<file path="config.mk">
export PLATFORM = sky130hd
export DESIGN_NAME = pidc_front
export DESIGN_NICKNAME = d
export VERILOG_FILES = /design/src/hw/rtl/pid_controller_deadband_clamp_unit_defines.svh /design/src/hw/rtl/pidc_pkg.sv /design/src/hw/rtl/pidc_front.sv
export SDC_FILE = /design/constraint.sdc
export NUM_CORES = 1
export LEC_CHECK = 0
export CAP_MARGIN = 20
export CORE_MARGIN = 1.5
export CORE_UTILIZATION = 30
export DETAILED_ROUTE_END_ITERATION = 10
export DONT_BUFFER_PORTS = 1
export MAX_ROUTING_LAYER = met4
export PLACE_DENSITY_LB_ADDON = 0.3
export SYNTH_ARGS = -nofsm -noshare
export SYNTH_HDL_FRONTEND = slang
export SYNTH_SLANG_ARGS = --single-unit
</file>
<file path="constraint.sdc">
create_clock -name clk -period 11.3 [get_ports clk]
set_clock_uncertainty 0.1 [all_clocks]
set_input_delay 1.695 -clock clk [delete_from_list [all_inputs] [get_ports clk]]
set_output_delay 1.695 -clock clk [all_outputs]
set_load 0.03 [all_outputs]
</file>
<file path="src/hw/rtl/pid_controller_deadband_clamp_unit_defines.svh">
// Assertion macros for the PID controller unit.
// Both macros sample on clk and are disabled while rst_n is low.
`ifndef PID_CONTROLLER_DEADBAND_CLAMP_UNIT_DEFINES_SVH
`define PID_CONTROLLER_DEADBAND_CLAMP_UNIT_DEFINES_SVH

`ifndef SYNTHESIS

`define PIDC_ASSERT_ALWAYS(lbl, cond) \
    lbl: assert property (@(posedge clk) disable iff (!rst_n) (cond)) \
        else $error("%m: check failed");

`define PIDC_ASSERT_IMPLY(lbl, ante, cons) \
    lbl: assert property (@(posedge clk) disable iff (!rst_n) (ante) |-> (cons)) \
        else $error("%m: check failed");

`else

`define PIDC_ASSERT_ALWAYS(lbl, cond)

`define PIDC_ASSERT_IMPLY(lbl, ante, cons)

`endif

`endif

</file>
<file path="src/hw/rtl/pidc_pkg.sv">
`timescale 1ns / 1ps

package pidc_pkg;

    localparam int FRAC_BITS_DEF = 16;

    localparam int DATA_W   = 32;
    localparam int ERR_W    = 33;
    localparam int DIFF_W   = 34;
    localparam int ACC_W    = 48;
    localparam int DEAD_W   = 31;
    localparam int ACC_LO_W = 16;
    localparam int SUM_W    = 82;

    localparam int MID_DEPTH = 4;
    localparam int OUT_DEPTH = 8;

    localparam int CFG_DATA_W = 64;
    localparam int CFG_ADDR_W = 6;

    localparam int INT_LIMIT_UNITS   = 1000;
    localparam int DRIVE_LIMIT_UNITS = 100;

    typedef enum logic [2:0] {
        REG_GAIN_PROP         = 3'd0,
        REG_GAIN_INT_DT       = 3'd1,
        REG_GAIN_DERIV_PER_DT = 3'd2,
        REG_INTEGRAL_FLOOR    = 3'd3,
        REG_INTEGRAL_CEILING  = 3'd4,
        REG_DRIVE_FLOOR       = 3'd5,
        REG_DRIVE_CEILING     = 3'd6,
        REG_DEAD_ZONE         = 3'd7
    } reg_index_t;

    typedef enum logic {
        OP_STEP  = 1'b0,
        OP_CLEAR = 1'b1
    } opcode_t;

    typedef struct packed {
        logic signed [DATA_W-1:0] gain_prop;
        logic signed [DATA_W-1:0] gain_int_dt;
        logic signed [DATA_W-1:0] gain_deriv_per_dt;
        logic signed [ACC_W-1:0]  integral_floor;
        logic signed [ACC_W-1:0]  integral_ceiling;
        logic signed [DATA_W-1:0] drive_floor;
        logic signed [DATA_W-1:0] drive_ceiling;
        logic        [DEAD_W-1:0] dead_zone;
    } cfg_t;

    // Classified step handed from the front end to the multiply pipeline
    typedef struct packed {
        logic                     clear;
        logic signed [ERR_W-1:0]  err;
        logic signed [ACC_W-1:0]  acc;
        logic signed [DIFF_W-1:0] diff;
    } mid_item_t;

    typedef struct packed {
        logic signed [DATA_W-1:0] drive;
        logic signed [ERR_W-1:0]  err;
        logic signed [ACC_W-1:0]  acc;
    } out_item_t;

endpackage

</file>
<file path="src/hw/rtl/pidc_front.sv">
`timescale 1ns / 1ps

module pidc_front (
    input  logic                              clk,
    input  logic                              rst_n,
    input  pidc_pkg::cfg_t                    cfg,
    input  logic                              push,
    output logic                              full,
    input  logic                              opcode,
    input  logic signed [pidc_pkg::DATA_W-1:0] measured,
    input  logic signed [pidc_pkg::DATA_W-1:0] target,
    output logic                              mid_push,
    output pidc_pkg::mid_item_t               mid_item,
    input  logic                              mid_pop
);

    import pidc_pkg::*;

    localparam int CntW = $clog2(MID_DEPTH + 1);

    logic [CntW-1:0]          credit_reg, credit_next;
    logic                     accept;

    logic signed [ERR_W-1:0]  raw_err;
    logic        [ERR_W-1:0]  mag;
    logic signed [ERR_W-1:0]  err_next;

    logic                     s1_valid_reg;
    logic                     s1_clear_reg;
    logic signed [ERR_W-1:0]  s1_err_reg;

    logic signed [ACC_W-1:0]  acc_reg, acc_next;
    logic signed [ERR_W-1:0]  prev_reg, prev_next;
    logic signed [ACC_W:0]    acc_sum;
    logic signed [ACC_W:0]    floor_ext;
    logic signed [ACC_W:0]    ceil_ext;
    logic signed [ACC_W-1:0]  acc_clamped;

    logic                     s2_valid_reg;
    mid_item_t                item_reg, item_next;

    // Credits cover both front stages plus the queue behind them
    assign full   = (credit_reg == CntW'(MID_DEPTH));
    assign accept = push && !full;

    always_comb
    begin
        credit_next = credit_reg + CntW'(accept) - CntW'(mid_pop);
    end

    // Stage 1: error and deadband
    always_comb
    begin
        raw_err  = {target[DATA_W-1], target} - {measured[DATA_W-1], measured};
        mag      = raw_err[ERR_W-1] ? ERR_W'(-raw_err) : raw_err;
        err_next = (mag < {{(ERR_W - DEAD_W){1'b0}}, cfg.dead_zone}) ? '0 : raw_err;
    end

    // Stage 2: integrator and derivative difference, one step per cycle
    always_comb
    begin
        acc_sum   = {acc_reg[ACC_W-1], acc_reg}
                  + {{(ACC_W + 1 - ERR_W){s1_err_reg[ERR_W-1]}}, s1_err_reg};
        floor_ext = {cfg.integral_floor[ACC_W-1], cfg.integral_floor};
        ceil_ext  = {cfg.integral_ceiling[ACC_W-1], cfg.integral_ceiling};

        // if limits cross, ceiling wins above it and floor at or below
        priority if (acc_sum > ceil_ext)
        begin
            acc_clamped = cfg.integral_ceiling;
        end
        else if (acc_sum < floor_ext)
        begin
            acc_clamped = cfg.integral_floor;
        end
        else
        begin
            acc_clamped = acc_sum[ACC_W-1:0];
        end

        item_next.clear = s1_clear_reg;
        if (s1_clear_reg)
        begin
            item_next.err  = '0;
            item_next.acc  = '0;
            item_next.diff = '0;
            acc_next       = '0;
            prev_next      = '0;
        end
        else
        begin
            item_next.err  = s1_err_reg;
            item_next.acc  = acc_clamped;
            item_next.diff = {s1_err_reg[ERR_W-1], s1_err_reg} - {prev_reg[ERR_W-1], prev_reg};
            acc_next       = acc_clamped;
            prev_next      = s1_err_reg;
        end
    end

    always_ff @(posedge clk or negedge rst_n)
    begin
        if (!rst_n)
        begin
            credit_reg   <= '0;
            s1_valid_reg <= 1'b0;
            s2_valid_reg <= 1'b0;
            acc_reg      <= '0;
            prev_reg     <= '0;
        end
        else
        begin
            credit_reg   <= credit_next;
            s1_valid_reg <= accept;
            s2_valid_reg <= s1_valid_reg;
            if (s1_valid_reg)
            begin
                acc_reg  <= acc_next;
                prev_reg <= prev_next;
            end
        end
    end

    always_ff @(posedge clk)
    begin
        if (accept)
        begin
            s1_clear_reg <= (opcode == OP_CLEAR);
            s1_err_reg   <= err_next;
        end
        if (s1_valid_reg)
        begin
            item_reg <= item_next;
        end
    end

    assign mid_push = s2_valid_reg;
    assign mid_item = item_reg;

endmodule

</file>
==> metrics <==
Vias 16.00k; Cells after Synth 2198; final WL 65090 um; CP Class reg2reg; clk slew on worst S/H paths about 0.060 ns; IO Count 474; R2R Path Start s1_err_reg[0]; DR DRC count 0; Core Box Area roughly 65000 sq um; Slew headroom 30.20%; f_max 119.0 MHz; number of port buffers 0; Worst Hold Endpoint credit_reg[2]; top-count cell post-synth ha_1; peak supply drop 0.0002233 V; Worst-Skew Late Latency 0.59 ns; Avg Inst Size Synth 8.975 sq um; type of the most critical hold path reg2reg; clock sink count around 240; Starting Density 30.49%; Die H between 200 and 300 um; hold depth 1; post-route ant nets 0; DR pass1 iterations 5; ys async rst share 36.44%; CP Data Required Time roughly 12 ns; Hold WS 0.3672 ns; Slew Viols, Final 0; H-tree Lvls 1; dominant cell type by area after synthesis edfxtp_1; Reg2Reg Setup Slack ~2.9 ns; Synth Cell Area 19730 sq um; final hold vios 0; first-pass GRT wire length 96370 um; Total Power 7.150 mW; drt via density approximately 5.3; Tot GR Track Use 19.27%; P&R area growth vs syn 8.772%; gr ovfl total 0; largest cells by area after synthesis edfxtp_1 23%, ha_1 15%, dfrtp_1 11%, inv_1 4.6%, a21oi_1 3.8%; # rows 93; max_cap viols 0; part of the cycle the worst path needs 74.34%; CTS Buffer Depth 3; number of synthesized register bits 236; Iter 0 DRT Violations ~1.1k; vias in the first global route approximately 16k; CP startpoint kind register; cts bufs inserted 27; Worst Path Max Fanout 27; postcts setup bufs 0; Final Non-Filler Cells between 3k and 4k; TritonCTS clock tree done; Worst R2R End mid_item[65]; layout net count approximately 2.8k; clock root buffer clkbuf_16; Pleak between 9 and 10 nW; largest net degree at the start of global routing between 100 and 150; Final Wtd Congestion 0.9233; Synth top area share 22.83%; max FFs per register about 120; routed len/inst 21.37 um; EDFF count, synth 150; status completed; layout cells sized above 1 6.536%; worst-margin pin slew 1.045 ns; post-route setup TNS 0 ns; Final Util between 30% and 40%; post-layout min period 8.400 ns; DIE AREA about 67000 sq um; CP endpoint kind register; PD cells approximately 330 nW/um^2; post_cts resized 0; ys flop type edfxtp_1; Seq/Total Area, Yosys 33.74%; setup violators final 0; Hold-fix buffers, CTS 0; dpl hpwl approximately 52000 um; Die Wd between 200 and 300 um; RSZ-0062 raised after global routing false; Yosys warning count 0; hold_sp credit_reg[2]; Synth Net Count 2801; placed cell count roughly 3.0k; post-synthesis cell type count 86; initial antenna violation count 2; synth cell count leaders 243 x ha_1, 241 x inv_1, 178 x nor2_1; CP Data Arrival Time 8.60 ns; worst-case reg-to-reg path depth 25
## per-stage QoR
step / area, sq um / worst slack (ns)
after floorplan: 19730 / 4.272
after global placement: 20600 / 2.708
after detailed placement: 20600 / 2.623
after CTS: 21400 / 2.903
after global routing: 21450 / 2.446
final: 21460 / 2.900
## per-layer routing
| layer | share of wire [%] | vias up | track usage, % |
|---|---|---|---|
| met1 | 44 | 7645 | 23.52 |
| met3 | 5.7 | 68 | 3.827 |
| met4 | 2.2 | 0 | 4.587 |
| met2 | 48 | 425 | 32.55 |
| li1 | - | 7859 | - |
| met5 | 0 | - | - |
## where the power goes
part	switching [mW]	leakage [nW]	total, mW	internal [mW]
Clock	0.387	0.386	0.828	0.441
Combinational	2.63	6.81	4.30	1.66
Sequential	0.627	2.61	2.03	1.40
Total	3.65	9.80	7.15	3.50
## worst max path at each step
stage | startpoint | slack, ns | endpoint | depth (start not counted)
3_3_place_gp | target[0] | 2.71 | s1_err_reg[27] | 26
4_1_cts | s1_err_reg[0] | 2.90 | mid_item[65] | 25
6_report | s1_err_reg[0] | 2.90 | mid_item[65] | 25
3_5_place_dp | target[0] | 2.62 | s1_err_reg[27] | 26
5_1_grt | s1_err_reg[0] | 2.45 | mid_item[60] | 26
2_1_floorplan | target[0] | 4.27 | s1_err_reg[10] | 27
## cells by family (layout without fill, tap and decap cells)
| logic type | count (synthesis) | after routing | synth area share [%] |
|---|---|---|---|
| other cells | 0 | 3 | 0 |
| compound gates | 563 | 563 | 18.69 |
| mux | 80 | 80 | 4.389 |
| flops | 236 | 236 | 33.74 |
| fa+ha+maj | 247 | 247 | 15.82 |
| xor+xnor | 107 | 107 | 4.789 |
| simple gates | 651 | 651 | 16.44 |
| buf+inv | 314 | 304 | 6.133 |
## critical path, stage by stage (launching register included)
cell and delay (ns):
edfxtp_1 0.47, ha_1 0.26, inv_1 0.07, fa_1 0.39
nand2b_1 0.21, a211oi_1 0.39, o2111a_1 0.29, o2111a_1 0.26
o31ai_1 0.13, a21oi_1 0.43, nor2_1 0.16, o41ai_1 0.73
o21ai_0 0.26, and2_1 0.23, ha_1 0.27, and2_1 0.18
nand3_1 0.09, nor2_1 0.27, nand3_1 0.21, nor4_1 0.49
o21a_1 0.22, a21o_2 0.57, buf_4 0.52, mux2_2 0.39
a21oi_1 0.41, nor2_1 0.09
## cell usage in the layout (no fill, tap or decap), types with 12 or more instances in the layout
master,count
ha_1,243
inv_1,241
nor2_1,178
edfxtp_1,150
a21oi_1,148
nand2_1,148
o21ai_0,112
dfrtp_1,85
a21o_1,83
xnor2_1,62
nor2b_1,54
a211oi_1,53
nor3_1,49
xor2_1,44
nand3_1,43
mux2_2,42
mux2i_1,37
nand4_1,32
clkbuf_16,27
o21a_1,24
a31oi_1,23
nand2b_1,20
and3_1,20
nor2_2,20
nor3b_1,15
or3_1,15
and2_1,12
buf_4,12
## final cells by class
class	count	area, sq um
antenna	3	7.507
clock buffer	32	694.4
clock inverter	16	105.1
fill	6733	43240
inverter	242	908.4
multi-input combinational	1648	11870
sequential	236	6660
tap	855	1070
timing repair buffer	14	145.1
(Power assumes the default switching activity.)
