`config.mk`:
```
export PLATFORM = sky130hd
export DESIGN_NAME = pidc_fifo
export DESIGN_NICKNAME = d
export VERILOG_FILES = /design/src/hw/rtl/pid_controller_deadband_clamp_unit_defines.svh /design/src/hw/rtl/pidc_pkg.sv /design/src/hw/rtl/pidc_fifo.sv
export SDC_FILE = /design/constraint.sdc
export NUM_CORES = 1
export LEC_CHECK = 0
export BUFFER_PORTS_ARGS = -buffer_cell sky130_fd_sc_hd__buf_2
export CAP_MARGIN = 20
export CELL_PAD_IN_SITES_DETAIL_PLACEMENT = 1
export CELL_PAD_IN_SITES_GLOBAL_PLACEMENT = 2
export CORE_ASPECT_RATIO = 1.5
export CORE_MARGIN = 2
export CORE_UTILIZATION = 41
export CTS_BUF_LIST = sky130_fd_sc_hd__clkbuf_16
export DETAILED_ROUTE_END_ITERATION = 10
export GPL_ROUTABILITY_DRIVEN = 0
export HOLD_SLACK_MARGIN = 0.15
export PLACE_DENSITY = 0.8
export SETUP_SLACK_MARGIN = 0.4
export SYNTH_ARGS = -nofsm -noshare
export SYNTH_HDL_FRONTEND = slang
export SYNTH_SLANG_ARGS = --single-unit
```
`constraint.sdc`:
```
create_clock -name clk -period 3.83 [get_ports clk]
set_clock_uncertainty 0.15 [all_clocks]
set_input_delay 1.149 -clock clk [delete_from_list [all_inputs] [get_ports clk]]
set_output_delay 1.149 -clock clk [all_outputs]
set_load 0.01 [all_outputs]
```
`src/hw/rtl/pid_controller_deadband_clamp_unit_defines.svh`:
```
// Assertion macros for the PID controller unit.
// Both macros sample on clk and are disabled while rst_n is low.
`ifndef PID_CONTROLLER_DEADBAND_CLAMP_UNIT_DEFINES_SVH
`define PID_CONTROLLER_DEADBAND_CLAMP_UNIT_DEFINES_SVH

`ifndef SYNTHESIS

`define PIDC_ASSERT_ALWAYS(lbl, cond) \
    lbl: assert property (@(posedge clk) disable iff (!rst_n) (cond)) \
        else $error("%m: check failed");

`define PIDC_ASSERT_IMPLY(lbl, ante, cons) \
    lbl: assert property (@(posedge clk) disable iff (!rst_n) (ante) |-> (cons)) \
        else $error("%m: check failed");

`else

`define PIDC_ASSERT_ALWAYS(lbl, cond)

`define PIDC_ASSERT_IMPLY(lbl, ante, cons)

`endif

`endif

```
`src/hw/rtl/pidc_pkg.sv`:
```
`timescale 1ns / 1ps

package pidc_pkg;

    localparam int FRAC_BITS_DEF = 16;

    localparam int DATA_W   = 32;
    localparam int ERR_W    = 33;
    localparam int DIFF_W   = 34;
    localparam int ACC_W    = 48;
    localparam int DEAD_W   = 31;
    localparam int ACC_LO_W = 16;
    localparam int SUM_W    = 82;

    localparam int MID_DEPTH = 4;
    localparam int OUT_DEPTH = 8;

    localparam int CFG_DATA_W = 64;
    localparam int CFG_ADDR_W = 6;

    localparam int INT_LIMIT_UNITS   = 1000;
    localparam int DRIVE_LIMIT_UNITS = 100;

    typedef enum logic [2:0] {
        REG_GAIN_PROP         = 3'd0,
        REG_GAIN_INT_DT       = 3'd1,
        REG_GAIN_DERIV_PER_DT = 3'd2,
        REG_INTEGRAL_FLOOR    = 3'd3,
        REG_INTEGRAL_CEILING  = 3'd4,
        REG_DRIVE_FLOOR       = 3'd5,
        REG_DRIVE_CEILING     = 3'd6,
        REG_DEAD_ZONE         = 3'd7
    } reg_index_t;

    typedef enum logic {
        OP_STEP  = 1'b0,
        OP_CLEAR = 1'b1
    } opcode_t;

    typedef struct packed {
        logic signed [DATA_W-1:0] gain_prop;
        logic signed [DATA_W-1:0] gain_int_dt;
        logic signed [DATA_W-1:0] gain_deriv_per_dt;
        logic signed [ACC_W-1:0]  integral_floor;
        logic signed [ACC_W-1:0]  integral_ceiling;
        logic signed [DATA_W-1:0] drive_floor;
        logic signed [DATA_W-1:0] drive_ceiling;
        logic        [DEAD_W-1:0] dead_zone;
    } cfg_t;

    // Classified step handed from the front end to the multiply pipeline
    typedef struct packed {
        logic                     clear;
        logic signed [ERR_W-1:0]  err;
        logic signed [ACC_W-1:0]  acc;
        logic signed [DIFF_W-1:0] diff;
    } mid_item_t;

    typedef struct packed {
        logic signed [DATA_W-1:0] drive;
        logic signed [ERR_W-1:0]  err;
        logic signed [ACC_W-1:0]  acc;
    } out_item_t;

endpackage

```
`src/hw/rtl/pidc_fifo.sv`:
```
`timescale 1ns / 1ps

module pidc_fifo #(
    parameter int Width = $bits(pidc_pkg::mid_item_t),
    parameter int Depth = pidc_pkg::MID_DEPTH
) (
    input  logic                         clk,
    input  logic                         rst_n,
    input  logic                         push,
    input  logic [Width-1:0]             wdata,
    input  logic                         pop,
    output logic [Width-1:0]             rdata,
    output logic                         empty,
    output logic [$clog2(Depth+1)-1:0]   level
);

    localparam int AW = $clog2(Depth);
    localparam int LW = $clog2(Depth + 1);

    logic [Width-1:0] mem_reg [Depth];
    logic [AW-1:0]    wr_ptr_reg, wr_ptr_next;
    logic [AW-1:0]    rd_ptr_reg, rd_ptr_next;
    logic [LW-1:0]    level_reg, level_next;

    // Caller holds credits, so push never lands on a full queue
    always_comb
    begin
        wr_ptr_next = wr_ptr_reg;
        rd_ptr_next = rd_ptr_reg;
        if (push)
        begin
            wr_ptr_next = (wr_ptr_reg == AW'(Depth - 1)) ? '0 : wr_ptr_reg + 1'b1;
        end
        if (pop)
        begin
            rd_ptr_next = (rd_ptr_reg == AW'(Depth - 1)) ? '0 : rd_ptr_reg + 1'b1;
        end
        level_next = level_reg + LW'(push) - LW'(pop);
    end

    always_ff @(posedge clk or negedge rst_n)
    begin
        if (!rst_n)
        begin
            wr_ptr_reg <= '0;
            rd_ptr_reg <= '0;
            level_reg  <= '0;
        end
        else
        begin
            wr_ptr_reg <= wr_ptr_next;
            rd_ptr_reg <= rd_ptr_next;
            level_reg  <= level_next;
        end
    end

    always_ff @(posedge clk)
    begin
        if (push)
        begin
            mem_reg[wr_ptr_reg] <= wdata;
        end
    end

    assign rdata = mem_reg[rd_ptr_reg];
    assign empty = (level_reg == '0);
    assign level = level_reg;

endmodule

```
==> key figures, run 1 <==
Run status
  – Status: finished, final reports clean

Drt
  – Vias per cell: 5.08
  – Drt wl/cell: about 24 um
  – First DRT Iteration DRCs: 406
  – Routed Antenna Nets: 0
  – WL final: 36000 um
  – Drt drc: 0
  – Via count: 7747
  – Drt first pass iters: 5

Floorplan
  – I/O pins: 240
  – Core Area: 41100 um2
  – Starting Density: 0.416
  – Die X: 171 um
  – Die area: ~43000 um2
  – # rows: 91
  – Die Y: 254 um

Critical path
  – Reg2reg start: level[0]
  – Crit path max fanout: 22
  – CP Launch Type: flip-flop
  – Reg2reg end: level[2]
  – R2r setup slk: between 1.5 and 2 ns
  – Worst reg-to-reg path cell count: 8
  – CP startpoint: rd_ptr_reg[0]
  – CP arrival: 2.09 ns
  – Worst setup EP type: output port
  – Worst EP required: 2.53 ns
  – Critical setup path kind: reg -> out

Clocking
  – Num CTS Buffers: 44
  – Clk_lat worst skew: 0.55 ns
  – Clock transition at path regs: 0.07 ns
  – Maximum clock insertion buffer count: 3
  – CTS Sinks: 471
  – CTS tree: yes
  – Cts hold-fix bufs: 0
  – H-tree levels: 2
  – CTS root buffer: clkbuf_16

Synth
  – Synth top area cells: edfxtp_1 (81%), mux4_2 (15%), dfrtp_1 (1.0%)
  – Area leader, netlist: edfxtp_1
  – Register area share after synthesis: 0.825
  – Distinct cells, synth: 18
  – Mean post-synth cell area: 26.7 um2
  – Syn nets: just under 800
  – Synthesized cell area: 17100 um2
  – Synth Register Bits: around 470
  – Gate Count Post-Synth: 641
  – Yosys top cell area share: 0.815
  – Ys Warns: 0

Global route
  – Grt ovf: 0
  – Largest net degree at the start of global routing: 66
  – GR Util All Layers: 0.167
  – Vias in the first global route: 8647
  – Initial antenna violation count: 13
  – First-pass GRT wire length: 52900 um

STA
  – Worst slew pin tran: about 0.44 ns
  – Setup Viol. Count Final: 0
  – Fmax: 295 MHz
  – Period utilisation layout: 0.884
  – RSZ-0062 raised after global routing: true
  – Worst relative slew slack: 0.707
  – Pins Over Slew Limit: 0
  – Setup TNS: 0 ns
  – Fin crit period: 3.39 ns
  – Fin. Hold Viols: 0

Layout
  – # nets final: 1056
  – Layout cells sized above 1: 0.466
  – Footprint of the multi-input gates: around 2800 um2
  – Area delta synth->final: 20.9%
  – Final Cell Area: 20700 um2
  – Non-Filler Instances: between 1500 and 2000
  – Max reg flops: roughly 460
  – FILL cells: approximately 3700
  – Register Area: approximately 14000 um2

Power
  – Worst VDD drop: between 0.4 and 0.5 mV
  – Pwr dens: 756 nW/um2
  – Leak Pwr: between 0.007 and 0.008 uW
  – Total power draw: 15600 uW

Flow run
  – Max_cap viols: 0

Min path
  – Min-Delay Path Class: in -> async

Place
  – IO buf count: between 200 and 250
  – Cell count after placement: around 1400
  – HPWL Detailed: 22100 um
  – Area after DPL: 19200 um2
## through the flow
step | setup WS [ns] | hold slack (ns) | util
2_1_floorplan | 0.646 | 0.425 | -
3_3_place_gp | 0.723 | 0.420 | 0.467
3_5_place_dp | 0.688 | 0.426 | 0.467
4_1_cts | 0.395 | 0.251 | 0.502
5_1_grt | 0.362 | 0.265 | 0.503
6_report | 0.445 | 0.281 | 0.503
## critical path: stages, from the launching register on
cell     delay, ns
dfrtp_4       0.44
buf_12        0.15
buf_16        0.21
mux4_2        0.55
buf_2         0.16
## cells by family after synthesis
group	after synthesis	share of synthesized area
xor gates and xnor gates	2	0.00102
adders and majority gates	8	0.00629
muxes	118	0.154
buffers and inverters	32	0.0100
and+or+nand+nor	8	0.00271
AOI/OAI and AO/OA	2	0.000586
DFF	471	0.825
## power breakdown
part	internal (uW)	leakage (uW)	switching [uW]
clock	2250	0.000677	1770
combinational	2240	0.00202	2500
sequential	6600	0.00434	248
## per-layer routing
layer,share of wire,global-route usage,up-vias
li1,-,-,3357
met4,0.042,0.0825,8
met1,0.37,0.196,4060
met5,0.0013,0,-
met2,0.53,0.292,241
met3,0.054,0.0347,81
## synth_stat cells (all sizes together)
library cell	count
nor2	1
and2	4
o21ai	2
or3b	1
dfrtp	7
xnor2	2
clkbuf	7
fa	1
nand2	1
buf	19
mux4	116
inv	6
nor3	1
ha	7
edfxtp	464
mux2	2
## worst max-delay path by stage
stage	to	slack (ns)	cells past startpoint
6_report	rdata[30]	0.44	4
5_1_grt	rdata[7]	0.36	4
3_3_place_gp	rdata[87]	0.72	3
3_5_place_dp	rdata[87]	0.69	3
4_1_cts	rdata[106]	0.40	4
2_1_floorplan	mem_reg[3][0]	0.65	1
## layout by cell type (no fill, tap or decap)
| master | n |
|---|---|
| mux2_2 | 2 |
| buf_16 | 2 |
| or3b_2 | 1 |
| inv_6 | 1 |
| mux4_2 | 116 |
| clkbuf_16 | 45 |
| ha_1 | 7 |
| dfrtp_1 | 5 |
| edfxtp_1 | 464 |
| clkinvlp_4 | 1 |
| xnor2_1 | 2 |
| buf_2 | 239 |
| buf_12 | 16 |
| bufinv_16 | 2 |
| diode_2 | 7 |
| nor3_1 | 1 |
| clkinv_2 | 6 |
| nor2_1 | 1 |
| o21ai_0 | 2 |
| inv_1 | 14 |
| fa_1 | 1 |
| and2_4 | 4 |
| buf_4 | 7 |
| nand2_1 | 1 |
| dfrtp_4 | 2 |
| buf_8 | 2 |
| buf_6 | 1 |
| clkinv_1 | 15 |
## what timing repair did
| item | 4_1_cts | 5_1_grt |
|---|---|---|
| endpoints found under the setup margin | 109 | 48 |
| buffers inserted | 5 | 0 |
| resized for setup | 5 | 1 |
| cloned | 1 | 0 |
## cell type report
| class | count | share of cell area |
|---|---|---|
| Sequential cell | 471 | 0.683 |
| Timing Repair Buffer | 267 | 0.0806 |
| Clock inverter | 33 | 0.00932 |
| Inverter | 6 | 0.00109 |
| Clock buffer | 45 | 0.0545 |
| Antenna cell | 7 | 0.000848 |
| Multi-Input combinational cell | 138 | 0.137 |
| Tap cell | 558 | 0.0338 |
Note: power is estimated with default switching activity, not from simulation.
==> inputs of run 2 (changes only) <==
--- a/config.mk
+++ b/config.mk
@@ -16,7 +16,7 @@
 export DETAILED_ROUTE_END_ITERATION = 10
 export GPL_ROUTABILITY_DRIVEN = 0
 export HOLD_SLACK_MARGIN = 0.15
-export PLACE_DENSITY = 0.8
+export PLACE_DENSITY_LB_ADDON = 0.1
 export SETUP_SLACK_MARGIN = 0.4
 export SYNTH_ARGS = -nofsm -noshare
 export SYNTH_HDL_FRONTEND = slang
==> key figures, run 2 (synthesized netlist as in run 1, its figures left out) <==
STA
  – Fmax: 293 MHz (-0.93%)
  – Worst relative slew slack: 0.644 (-0.0635)
  – Worst slew pin tran: 0.534 ns (+0.0952 ns)
  – Period utilisation layout: 0.892 (+0.00827)
  – RSZ-0062 raised after global routing: true
  – Pins Over Slew Limit: 0 (unchanged)
  – Fin. Hold Viols: 0 (unchanged)
  – Setup ws final: 0.413 ns (-0.0317 ns)
  – Fin crit period: 3.42 ns (+0.0317 ns)
  – Setup Viol. Count Final: 0 (unchanged)
  – Setup TNS: 0 ns (unchanged)

Global route
  – GR Util All Layers: 0.172 (+0.00460)
  – Largest net degree at the start of global routing: 52 (-21%)
  – Initial antenna violation count: 8 (-5)
  – First-pass GRT wire length: 54500 um (+3.1%)
  – Grt ovf: 0 (unchanged)
  – Vias in the first global route: 8912 (+3.1%)

Min path
  – Min-Delay Path Class: in -> async

Layout
  – Max reg flops: 464 (unchanged)
  – FILL cells: 3618 (-1.4%)
  – Area delta synth->final: 23.4%
  – Commonest non-fill, non-tap cell in the layout: edfxtp_1
  – Layout cells sized above 1: 0.478 (+0.0128)
  – # nets final: 1068 (+1.1%)
  – Most frequent cells in the layout: edfxtp_1 (464), buf_2 (225), mux4_2 (116)

Power
  – Worst VDD drop: 0.420 mV (-13%)
  – Leak Pwr: 0.00725 uW (+2.9%)
  – Pwr dens: 776 nW/um2 (+2.7%)
  – Total power draw: 16400 uW (+4.9%)

Place
  – Post-placement setup slack: 0.699 ns (+0.0109 ns)
  – HPWL Detailed: 22600 um (+2.2%)
  – IO buf count: 239 (unchanged)

Floorplan
  – Core Area: 41100 um2 (unchanged)
  – Starting Density: 0.416 (unchanged)
  – Die area: 43400 um2 (unchanged)
  – Die Y: 254 um (unchanged)
  – Die X: 171 um (unchanged)
  – I/O pins: 240 (unchanged)
  – # rows: 91 (unchanged)

Drt
  – Drt drc: 0 (unchanged)
  – Routed Antenna Nets: 0 (unchanged)
  – Via count: 7796 (+0.63%)
  – WL final: 36900 um (+2.4%)
  – Drt wl/cell: 24.0 um (+1.5%)
  – First DRT Iteration DRCs: 526 (+30%)
  – Drt first pass iters: 4 (-1)
  – Vias per cell: 5.07 (-0.22%)

Flow run
  – Max_cap viols: 0 (unchanged)

Critical path
  – Critical path, cell by cell: buf_12, buf_12, buf_16, mux4_2, buf_6
  – CP Launch Type: flip-flop
  – CP arrival: 2.12 ns (+0.03 ns)
  – Worst setup EP type: output port
  – Highest-delay cell along the critical path: dfrtp_4
  – Most common cell on crit path: buf_12
  – Worst EP required: 2.53 ns (about the same)
  – Critical Path Max Stage Delay: 0.51 ns (-0.04 ns)
  – Crit path max fanout: 6 (-73%)
  – Critical setup path kind: reg -> out

Clocking
  – CTS root buffer: clkbuf_16
  – Clk_lat worst skew: 0.55 ns (about the same)
  – CTS Sinks: 471 (unchanged)
  – Maximum clock insertion buffer count: 3 (unchanged)
  – CTS tree: yes
  – Clock transition at path regs: 0.06 ns (about the same)
  – Cts hold-fix bufs: 0 (unchanged)
  – Num CTS Buffers: 45 (+2.3%)
  – H-tree levels: 2 (unchanged)

Run status
  – Status: finished, final reports clean
## run 2: worst max-delay path: cells and delay by family, from the launching register on
family,cells,cell delay [ns]
buffers and inverters,4,0.59
DFF,1,0.51
muxes,1,0.47
## run 2: path summary, 6_finish.rpt
path	from	end	slack (ns)	cells after the start
setup reg to reg	wr_ptr_reg[0]	mem_reg[0][66]	1.76	4
hold / removal	rst_n	wr_ptr_reg[1]	0.29	1
setup / recovery	rd_ptr_reg[0]	rdata[64]	0.41	5
max in group asynchronous	rst_n	rd_ptr_reg[0]	3.04	1
min in group clk	level[1]	level[2]	0.42	1
hold reg to reg	level[1]	level[2]	0.42	1
## run 2: per-layer routing
metal / vias to the layer above / share of wire / global-route usage / wire length, um
met5: - / 0.0014 / 0 / 52
met4: 8 / 0.030 / 0.0623 / 1090
met3: 63 / 0.052 / 0.0435 / 1920
met2: 214 / 0.54 / 0.308 / 19900
met1: 4129 / 0.38 / 0.198 / 13900
li1: 3382 / - / - / -
## run 2: where the power goes
group	internal, uW	switching [uW]	leakage [uW]
clock network	2620	1820	0.000759
registers	6600	212	0.00434
logic	2520	2590	0.00214
total	11700	4630	0.00725
## run 2: stage by stage
step / util / area, um2 / hold slack (ns) / cells
4_1_cts: 0.506 / 20800 / 0.269 / 1519
6_report: 0.513 / 21100 / 0.290 / 1538
3_5_place_dp: 0.466 / 19200 / 0.414 / 1431
2_1_floorplan: - / 17100 / 0.425 / 641
5_1_grt: 0.513 / 21100 / 0.280 / 1535
3_3_place_gp: 0.466 / 19200 / 0.390 / 1431
## run 2: cell type report
type / instances / area [um2] / area share
Timing Repair Buffer: 278 / 1940 / 0.0920
Clock inverter: 34 / 309 / 0.0146
Antenna cell: 6 / 15.0 / 0.000711
Tap cell: 558 / 698 / 0.0331
Inverter: 6 / 22.5 / 0.00107
Sequential cell: 471 / 14100 / 0.669
Clock buffer: 47 / 1180 / 0.0557
Multi-Input combinational cell: 138 / 2830 / 0.134
## run 2: what timing repair did
| action | in CTS | in global routing |
|---|---|---|
| buffers inserted | 4 | 11 |
| setup endpoints to repair | 111 | 103 |
| gates resized for setup | 6 | 30 |
| cloned | 3 | 2 |
